File: config.mk
export PLATFORM = sky130hd
export DESIGN_NAME = key_press_capture_fifo_top
export DESIGN_NICKNAME = d
export VERILOG_FILES = /design/src/rtl/kpcf_pkg.sv /design/src/rtl/key_press_capture_fifo_top.sv
export VERILOG_INCLUDE_DIRS = /design/src /design/src/rtl
export SDC_FILE = /design/constraint.sdc
export NUM_CORES = 1
export LEC_CHECK = 0
export ABC_AREA = 1
export ABC_CLOCK_PERIOD_IN_PS = 2400
export BUFFER_PORTS_ARGS = -buffer_cell sky130_fd_sc_hd__buf_2
export CORE_MARGIN = 10
export CORE_UTILIZATION = 55
export CTS_BUF_LIST = sky130_fd_sc_hd__clkbuf_8
export DETAILED_ROUTE_END_ITERATION = 7
export GPL_ROUTABILITY_DRIVEN = 0
export PLACE_DENSITY = 0.81
export SLEW_MARGIN = 20
export SYNTH_ARGS = -nofsm -noshare
export SYNTH_HDL_FRONTEND = slang
export SYNTH_SLANG_ARGS = --single-unit
export TNS_END_PERCENT = 1
File: constraint.sdc
create_clock -name clk -period 2.4 [get_ports clk]
set_input_delay 0.48 -clock clk [delete_from_list [all_inputs] [get_ports clk]]
set_output_delay 0.48 -clock clk [all_outputs]
set_load 0.02 [all_outputs]
File: src/rtl/assert_macros.svh
// assertion macros for the rtl files, included by key_press_capture_fifo_top
`ifndef ASSERT_MACROS_SVH
`define ASSERT_MACROS_SVH

// check prop on every rising edge of clk, suspended while reset is low
`define ASSERT_CLK(label, clk, rst_n, prop, msg) \
    label: assert property (@(posedge clk) disable iff (!rst_n) (prop)) else $error(msg);

// check prop on every rising edge of clk, also during reset
`define ASSERT_ALWAYS(label, clk, prop, msg) \
    label: assert property (@(posedge clk) (prop)) else $error(msg);

`endif

File: src/rtl/kpcf_pkg.sv
// constants and helper functions for the key press capture queue
`default_nettype none

package kpcf_pkg;

    localparam int QUEUE_DEPTH  = 4;
    localparam int NUM_SWITCHES = 5;
    localparam int PTR_W        = (QUEUE_DEPTH > 1) ? $clog2(QUEUE_DEPTH) : 1;

    localparam int RAW_W        = 5;
    localparam int CODE_W       = 3;
    localparam int IN_TDATA_W   = 8;
    localparam int OUT_TDATA_W  = 8;
    localparam int OUT_PAD_W    = OUT_TDATA_W - CODE_W - 2;

    localparam logic FUNC_POLL  = 1'b0;
    localparam logic FUNC_GET   = 1'b1;

    typedef logic [PTR_W-1:0]        ptr_t;
    typedef logic [CODE_W-1:0]       code_t;
    typedef logic [NUM_SWITCHES-1:0] levels_t;

    // ring pointer step with wrap at the queue depth
    function automatic ptr_t ptr_advance(input ptr_t p);
        ptr_t r;
        if (p == PTR_W'(QUEUE_DEPTH - 1))
        begin
            r = '0;
        end
        else
        begin
            r = p + 1'b1;
        end
        return r;
    endfunction

    // highest-numbered newly pressed switch gives code index + 1, none gives 0
    function automatic code_t find_press(input levels_t rising);
        code_t code;
        code = '0;
        for (int i = 0; i < NUM_SWITCHES; i++)
        begin
            if (rising[i])
            begin
                code = CODE_W'(i + 1);
            end
        end
        return code;
    endfunction

endpackage

`default_nettype wire

File: src/rtl/key_press_capture_fifo_top.sv
// key press edge detect with a small ring queue of key codes
// each accepted input beat gives a result beat from the output register
// throughput: one beat per cycle unless the output stalls; state update and result register load in the same cycle
// the output register stalls the input only when a result waits and m_axis_tready is low
// reset (rst_n low, asynchronous) clears the switch history, both pointers and the
// output valid; queue slots are not cleared and are only read after being written
`default_nettype none

`include "assert_macros.svh"

module key_press_capture_fifo_top
(
    input  wire logic                               clk,
    input  wire logic                               rst_n,

    input  wire logic                               s_axis_tvalid,
    output logic                                    s_axis_tready,
    input  wire logic [kpcf_pkg::IN_TDATA_W-1:0]    s_axis_tdata,   // [4:0] raw_switches
    input  wire logic [0:0]                         s_axis_tuser,   // [0] func

    output logic                                    m_axis_tvalid,
    input  wire logic                               m_axis_tready,
    output logic [kpcf_pkg::OUT_TDATA_W-1:0]        m_axis_tdata    // [2:0] key_code,
                                                                    // [3] queued, [4] dropped
);

    logic                       s_accept;
    logic                       func;
    logic [kpcf_pkg::RAW_W-1:0] raw_switches;

    kpcf_pkg::levels_t          last_levels_reg;
    kpcf_pkg::levels_t          now_levels;
    kpcf_pkg::code_t            press_code;
    kpcf_pkg::ptr_t             wr_ptr_reg;
    kpcf_pkg::ptr_t             wr_ptr_next;
    kpcf_pkg::ptr_t             rd_ptr_reg;
    kpcf_pkg::ptr_t             rd_ptr_next;
    kpcf_pkg::ptr_t             wr_ptr_adv;
    logic                       queue_empty;
    logic                       queue_full;
    logic                       do_push;
    logic                       do_pop;
    logic                       queued_next;
    logic                       dropped_next;

    kpcf_pkg::code_t            code_store [kpcf_pkg::QUEUE_DEPTH];

    logic                       out_valid_reg;
    kpcf_pkg::code_t            out_code_reg;
    logic                       out_queued_reg;
    logic                       out_dropped_reg;

    assign s_axis_tready = !out_valid_reg || m_axis_tready;
    assign s_accept      = s_axis_tvalid && s_axis_tready;
    assign func          = s_axis_tuser[0];
    assign raw_switches  = s_axis_tdata[kpcf_pkg::RAW_W-1:0];

    always_comb
    begin
        // invert active-low pins so 1 means pressed
        now_levels   = ~(kpcf_pkg::NUM_SWITCHES'(raw_switches));
        press_code   = kpcf_pkg::find_press(now_levels & ~last_levels_reg);
        wr_ptr_adv   = kpcf_pkg::ptr_advance(wr_ptr_reg);
        queue_empty  = (wr_ptr_reg == rd_ptr_reg);
        queue_full   = (wr_ptr_adv == rd_ptr_reg);

        do_push      = s_accept && (func == kpcf_pkg::FUNC_POLL) &&
                       (press_code != '0) && !queue_full;
        do_pop       = s_accept && (func == kpcf_pkg::FUNC_GET) && !queue_empty;
        queued_next  = do_push;
        dropped_next = (func == kpcf_pkg::FUNC_POLL) && (press_code != '0) && queue_full;

        wr_ptr_next  = do_push ? wr_ptr_adv : wr_ptr_reg;
        rd_ptr_next  = do_pop ? kpcf_pkg::ptr_advance(rd_ptr_reg) : rd_ptr_reg;
    end

    always_ff @(posedge clk or negedge rst_n)
    begin
        if (!rst_n)
        begin
            last_levels_reg <= '0;
            wr_ptr_reg      <= '0;
            rd_ptr_reg      <= '0;
            out_valid_reg   <= 1'b0;
        end
        else
        begin
            if (s_accept && (func == kpcf_pkg::FUNC_POLL))
            begin
                last_levels_reg <= now_levels;
            end
            wr_ptr_reg <= wr_ptr_next;
            rd_ptr_reg <= rd_ptr_next;
            if (s_accept)
            begin
                out_valid_reg <= 1'b1;
            end
            else if (m_axis_tready)
            begin
                out_valid_reg <= 1'b0;
            end
        end
    end

    // queue slots
    always_ff @(posedge clk)
    begin
        if (do_push)
        begin
            code_store[wr_ptr_reg] <= press_code;
        end
    end

    // result register, pop read taken straight from the slot array
    always_ff @(posedge clk)
    begin
        if (s_accept)
        begin
            out_code_reg    <= do_pop ? code_store[rd_ptr_reg] : '0;
            out_queued_reg  <= queued_next;
            out_dropped_reg <= dropped_next;
        end
    end

    assign m_axis_tvalid = out_valid_reg;
    assign m_axis_tdata  = {{kpcf_pkg::OUT_PAD_W{1'b0}}, out_dropped_reg, out_queued_reg,
                            out_code_reg};

    `ASSERT_CLK(a_wr_ptr_range, clk, rst_n, wr_ptr_reg <= kpcf_pkg::PTR_W'(kpcf_pkg::QUEUE_DEPTH - 1), "write pointer out of range")
    `ASSERT_CLK(a_flags_exclusive, clk, rst_n, out_valid_reg |-> !(out_queued_reg && out_dropped_reg) && !((out_queued_reg || out_dropped_reg) && (out_code_reg != '0)), "result flags conflict")
    `ASSERT_CLK(a_empty_get_zero, clk, rst_n, (s_accept && (func == kpcf_pkg::FUNC_GET) && queue_empty) |=> (out_code_reg == '0) && (rd_ptr_reg == $past(rd_ptr_reg)), "get on empty queue changed state")
    `ASSERT_CLK(a_push_advances, clk, rst_n, do_push |=> (wr_ptr_reg != $past(wr_ptr_reg)) && out_queued_reg, "push did not advance write pointer")

endmodule

`default_nettype wire
==> flow_metrics.py, run 1 <==
metrics = {
    "detailed_routing": {
        "dr.pass1.iters": 4,
        "routed_wirelength_mm": 2.34,
        "drc": 0,
        "viasPerCell": 5.03,
        "drtIter0Drc": 55,
        "drtAntennaViolNets": 0,
        "wl_per_cell_um": 12.7,
        "dr_total_vias": 926,
    },
    "status": {
        "status": "complete, no violations",
    },
    "critical_path": {
        "worst_ep_arrival_time_ns": 2.11,
        "required_ns": 2.35,
        "setup.worst_path.start": "wr_ptr_reg[0]$_DFFE_PN0P_",
        "worst-path-max-fanout": 7,
        "rr_worst_depth": 7,
        "start_kind": "flip-flop",
        "worstSetupPathType": "flip-flop to flip-flop",
        "rr_startpoint": "wr_ptr_reg[0]$_DFFE_PN0P_",
        "end_kind": "flip-flop",
    },
    "final_layout": {
        "drive_above_1_share": 0.179,
        "area_delta_synth_final_pct": 8.57,
        "stdcell_count": 184,
        "fill_cells": 177,
        "fin_nets": 175,
        "largest_reg_flops": 12,
        "num_antenna_cells": 0,
        "final_common_cell": "nand2_1",
        "mostFrequentLayoutCells": "nand2_1 (26), inv_1 (22), nor2_1 (19)",
    },
    "global_route": {
        "gr-total-overflow": 0,
        "grt_antenna_before_repair": 0,
        "grt_max_degree": 16,
        "track_usage": 0.102,
        "grt_pass1_wl_mm": 4.13,
        "first_global_vias": 919,
    },
    "power": {
        "max-vdd-ir-drop_mv": 0.562,
        "powerDensity_nw_per_um2": 945,
        "leakagePower_uw": 0.000693,
    },
    "synthesis": {
        "yosysTopAreaCellShare": 0.380,
        "synth_cells": 141,
        "yosysTopAreaCell": "edfxtp_1",
        "synth_area_leaders": "edfxtp_1 (38%), dfrtp_1 (19%), nand2_1 (7.3%)",
        "synth-seq-cells": 27,
        "yosysSeqAreaShare": 0.566,
        "avgSynthCellArea_um2": 9.53,
        "yosysWarnings": 0,
        "synth.distinct_cells": 23,
        "netlist_area_um2": 1340,
    },
    "floorplan": {
        "ios": 23,
        "dieArea_um2": 4820,
        "rows": 17,
        "dieWidth_um": 69.4,
        "core_area_um2": 2280,
        "start_util": 0.590,
        "die_y_um": 69.4,
    },
    "job": {
        "maxCapViolations": 0,
    },
    "cts": {
        "path_clk_slew_ns": 0.09,
        "clkLatencyLatePin_ns": 0.27,
        "root_buffer": "clkbuf_8",
        "ctsHoldBuffers": 0,
        "numCtsBuffers": 3,
        "cts-resized-gates": 0,
        "cts_max_path_buffers": 2,
        "cts_tree": "done",
        "cts.sinks": 27,
        "h-tree-depth": 1,
        "cts_setup_buffers": 0,
    },
    "placed_design": {
        "place.detailed.instances": 180,
        "dp_hpwl_mm": 1.80,
        "io_buffers": 16,
    },
    "timing": {
        "tns_ns": 0,
        "period_minus_slack_ns": 2.16,
        "rsz0062_at_grt": "false",
        "period_share": 0.898,
        "setup_viol": 0,
        "finalHoldViolations": 0,
        "drv_slew": 0,
        "fmax_mhz": 464,
        "clock_skew_ns": 0.00649,
    },
    "worst_hold_path": {
        "hp-class": "input port to async pin",
    },
}
critical path: stages, from the launching register on:
cell	delay [ns]
dfrtp_1	0.52
inv_1	0.12
ha_1	0.36
or2_1	0.14
nand2_1	0.09
a21oi_2	0.24
nand2_4	0.10
nor2_1	0.26
Yosys cell counts:
master and n:
nand2_1 26, inv_1 22, nor2_1 19, edfxtp_1 17
o21ai_0 11, dfrtp_1 10, buf_4 6, a21oi_1 5
ha_1 5, nand3_1 5, nand2_2 2, o21ai_1 2
a21oi_2 1, a21oi_4 1, buf_2 1, buf_6 1
conb_1 1, nand2_4 1, nand3_2 1, or2_1 1
or2_2 1, xnor2_1 1, xor2_1 1
per-stage QoR:
step | cell area [µm²] | power (µW) | hold WS, ns | worst slack, ns | utilization
3_3_place_gp | 1410 | 1080 | 0.350 | 0.441 | 0.621
4_1_cts | 1460 | 1380 | 0.0588 | 0.254 | 0.641
5_1_grt | 1460 | 1490 | 0.0552 | 0.113 | 0.641
2_1_floorplan | 1350 | 1040 | 0.184 | 0.620 | -
3_5_place_dp | 1410 | 1120 | 0.358 | 0.305 | 0.621
6_report | 1460 | 1380 | 0.0498 | 0.245 | 0.641
cell families (layout without fill, tap and decap cells):
logic type,after synthesis,in the layout,share of synthesized area
AOI/OAI and AO/OA,20,20,0.0857
xor gates and xnor gates,2,2,0.0130
adders and majority gates,5,5,0.0466
buffers and inverters,30,43,0.107
DFF,27,27,0.566
other,1,3,0.00279
and+or+nand+nor,56,56,0.179
routing by layer:
metal	vias to the layer above	GRT usage	part of all wire
li1	467	-	-
met1	424	0.113	0.41
met2	30	0.175	0.50
met3	5	0.0285	0.061
met4	0	0.0488	0.020
met5	-	0	0
final timing paths:
kind / end / slack, ns
hold reg to reg: last_levels_reg[0]$_DFFE_PN0P_ / 0.49
setup / recovery: code_store[0][1]$_DFFE_PP_ / 0.24
min in group clk: last_levels_reg[3]$_DFFE_PN0P_ / 0.40
hold / removal: rd_ptr_reg[0]$_DFFE_PN0P_ / 0.05
max in group asynchronous: last_levels_reg[1]$_DFFE_PN0P_ / 2.15
setup reg to reg: code_store[0][1]$_DFFE_PP_ / 0.24
where the power goes:
| part | switching (µW) | internal, µW |
|---|---|---|
| sequential | 88.8 | 580 |
| combinational | 286 | 169 |
| clock | 138 | 116 |
| total | 513 | 866 |
final cells by class:
class                   instances  area [µm²]  share of cell area
flip-flops and latches         27         761               0.521
clock buffers                   3        41.3              0.0283
inverters                      22        82.6              0.0566
multi-input cells              86         447               0.306
clock inverters                 1        5.00             0.00343
well taps                      28        35.0              0.0240
repair buffers                 17        87.6              0.0600
No activity file was read; power rests on OpenSTA's default activity.
==> run 2, diff against run 1 <==
--- a/config.mk
+++ b/config.mk
@@ -14,7 +14,7 @@
 export CTS_BUF_LIST = sky130_fd_sc_hd__clkbuf_8
 export DETAILED_ROUTE_END_ITERATION = 7
 export GPL_ROUTABILITY_DRIVEN = 0
-export PLACE_DENSITY = 0.81
+export PLACE_DENSITY = 0.78
 export SLEW_MARGIN = 20
 export SYNTH_ARGS = -nofsm -noshare
 export SYNTH_HDL_FRONTEND = slang
==> run 2 against run 1 <==
Compared with the run above:
- cell area increased by 0.17%
- critical path depth unchanged
- largest power group unchanged
- global-route usage is 0.80 points lower
- critical endpoint is now code_store[2][0]$_DFFE_PP_
==> flow_metrics.py, run 2 (synthesis gave the netlist of run 1 again) <==
metrics = {
    "status": {
        "status": "complete, no violations",
    },
    "worst_hold_path": {
        "hp-class": "input port to async pin",
    },
    "timing": {
        "drv_slew": 0,
        "holdWs_ns": 0.0557,
        "fmax_mhz": 481,
        "rsz0062_at_grt": "false",
        "clock_skew_ns": 0.00186,
        "finalHoldViolations": 0,
        "period_share": 0.866,
        "tns_ns": 0,
        "period_minus_slack_ns": 2.08,
        "setup_viol": 0,
    },
    "global_route": {
        "grt_pass1_wl_mm": 3.92,
        "grt_antenna_before_repair": 0,
        "gr-total-overflow": 0,
        "first_global_vias": 881,
        "track_usage": 0.0945,
        "grt_max_degree": 17,
    },
    "placed_design": {
        "dp_hpwl_mm": 1.75,
        "place.detailed.instances": 180,
        "io_buffers": 16,
    },
    "floorplan": {
        "die_y_um": 69.4,
        "ios": 23,
        "core_area_um2": 2280,
        "dieArea_um2": 4820,
        "rows": 17,
        "start_util": 0.590,
        "dieWidth_um": 69.4,
    },
    "power": {
        "max-vdd-ir-drop_mv": 0.506,
        "powerDensity_nw_per_um2": 933,
        "leakagePower_uw": 0.000689,
    },
    "cts": {
        "cts_max_path_buffers": 2,
        "path_clk_slew_ns": 0.09,
        "cts_tree": "done",
        "root_buffer": "clkbuf_8",
        "cts-resized-gates": 0,
        "numCtsBuffers": 3,
        "cts_setup_buffers": 0,
        "h-tree-depth": 1,
        "clkLatencyLatePin_ns": 0.27,
        "ctsHoldBuffers": 0,
        "cts.sinks": 27,
    },
    "final_layout": {
        "largest_reg_flops": 12,
        "ff_latch_area_um2": 761,
        "num_antenna_cells": 0,
        "post-route-util": 0.642,
        "stdcell_count": 184,
        "area_delta_synth_final_pct": 8.75,
        "fin_nets": 175,
        "mostFrequentLayoutCells": "nand2_1 (26), inv_1 (22), nor2_1 (19)",
        "drive_above_1_share": 0.179,
        "final_common_cell": "nand2_1",
        "fill_cells": 180,
        "multi_input_area_um2": 447,
    },
    "critical_path": {
        "reg2reg_to": "code_store[2][0]$_DFFE_PP_",
        "start_kind": "flip-flop",
        "end_kind": "flip-flop",
        "worst_ep_arrival_time_ns": 2.03,
        "worst-path-max-fanout": 7,
        "rr_worst_depth": 7,
        "worstSetupPathType": "flip-flop to flip-flop",
        "r2r_slack_ns": 0.32,
        "required_ns": 2.36,
        "rr_startpoint": "wr_ptr_reg[0]$_DFFE_PN0P_",
    },
    "detailed_routing": {
        "drc": 0,
        "viasPerCell": 4.93,
        "wl_per_cell_um": 12.3,
        "dr_total_vias": 908,
        "routed_wirelength_mm": 2.26,
        "dr.pass1.iters": 5,
        "drtIter0Drc": 31,
        "drtAntennaViolNets": 0,
    },
    "job": {
        "maxCapViolations": 0,
    },
}
run 2: critical path, stage by stage, from the launching register on:
cell and delay, ns:
dfrtp_1 0.50, inv_1 0.10, ha_1 0.33, or2_1 0.14
nand2_1 0.07, a21oi_2 0.25, nand2_4 0.11, nor2_1 0.26
run 2: power breakdown:
group / leakage (µW) / switching (µW) / internal (µW)
clock network: 0.0000217 / 140 / 118
registers: 0.000281 / 87.3 / 580
logic: 0.000386 / 270 / 168
run 2: worst max path at each step:
stage                     slack (ns)                      start                    endpoint
after floorplan                 0.62  wr_ptr_reg[0]$_DFFE_PN0P_  code_store[0][0]$_DFFE_PP_
after global placement          0.46  wr_ptr_reg[0]$_DFFE_PN0P_  code_store[3][2]$_DFFE_PP_
after detailed placement        0.37  wr_ptr_reg[0]$_DFFE_PN0P_  code_store[2][0]$_DFFE_PP_
after CTS                       0.32  wr_ptr_reg[0]$_DFFE_PN0P_  code_store[2][0]$_DFFE_PP_
after global routing            0.19  wr_ptr_reg[0]$_DFFE_PN0P_  code_store[2][0]$_DFFE_PP_
final                           0.32  wr_ptr_reg[0]$_DFFE_PN0P_  code_store[2][0]$_DFFE_PP_
run 2: final cells by class:
class	instances	area share
multi-input cells	86	0.306
well taps	28	0.0240
clock inverters	1	0.00514
flip-flops and latches	27	0.521
inverters	22	0.0565
repair buffers	17	0.0599
clock buffers	3	0.0283
run 2: per-layer routing:
metal  vias to the layer above  part of all wire  track usage
li1                        464                 -            -
met1                       418              0.41        0.101
met2                        24              0.52        0.165
met3                         2             0.066       0.0257
met4                         0            0.0071       0.0466
met5                         -                 0            0
run 2: metrics by stage:
stage | cell area (µm²) | setup WS (ns) | total power (µW)
after detailed placement | 1410 | 0.369 | 1110
after CTS | 1460 | 0.320 | 1370
final | 1460 | 0.323 | 1360
after global placement | 1410 | 0.457 | 1080
after global routing | 1460 | 0.189 | 1480
after floorplan | 1350 | 0.620 | 1040
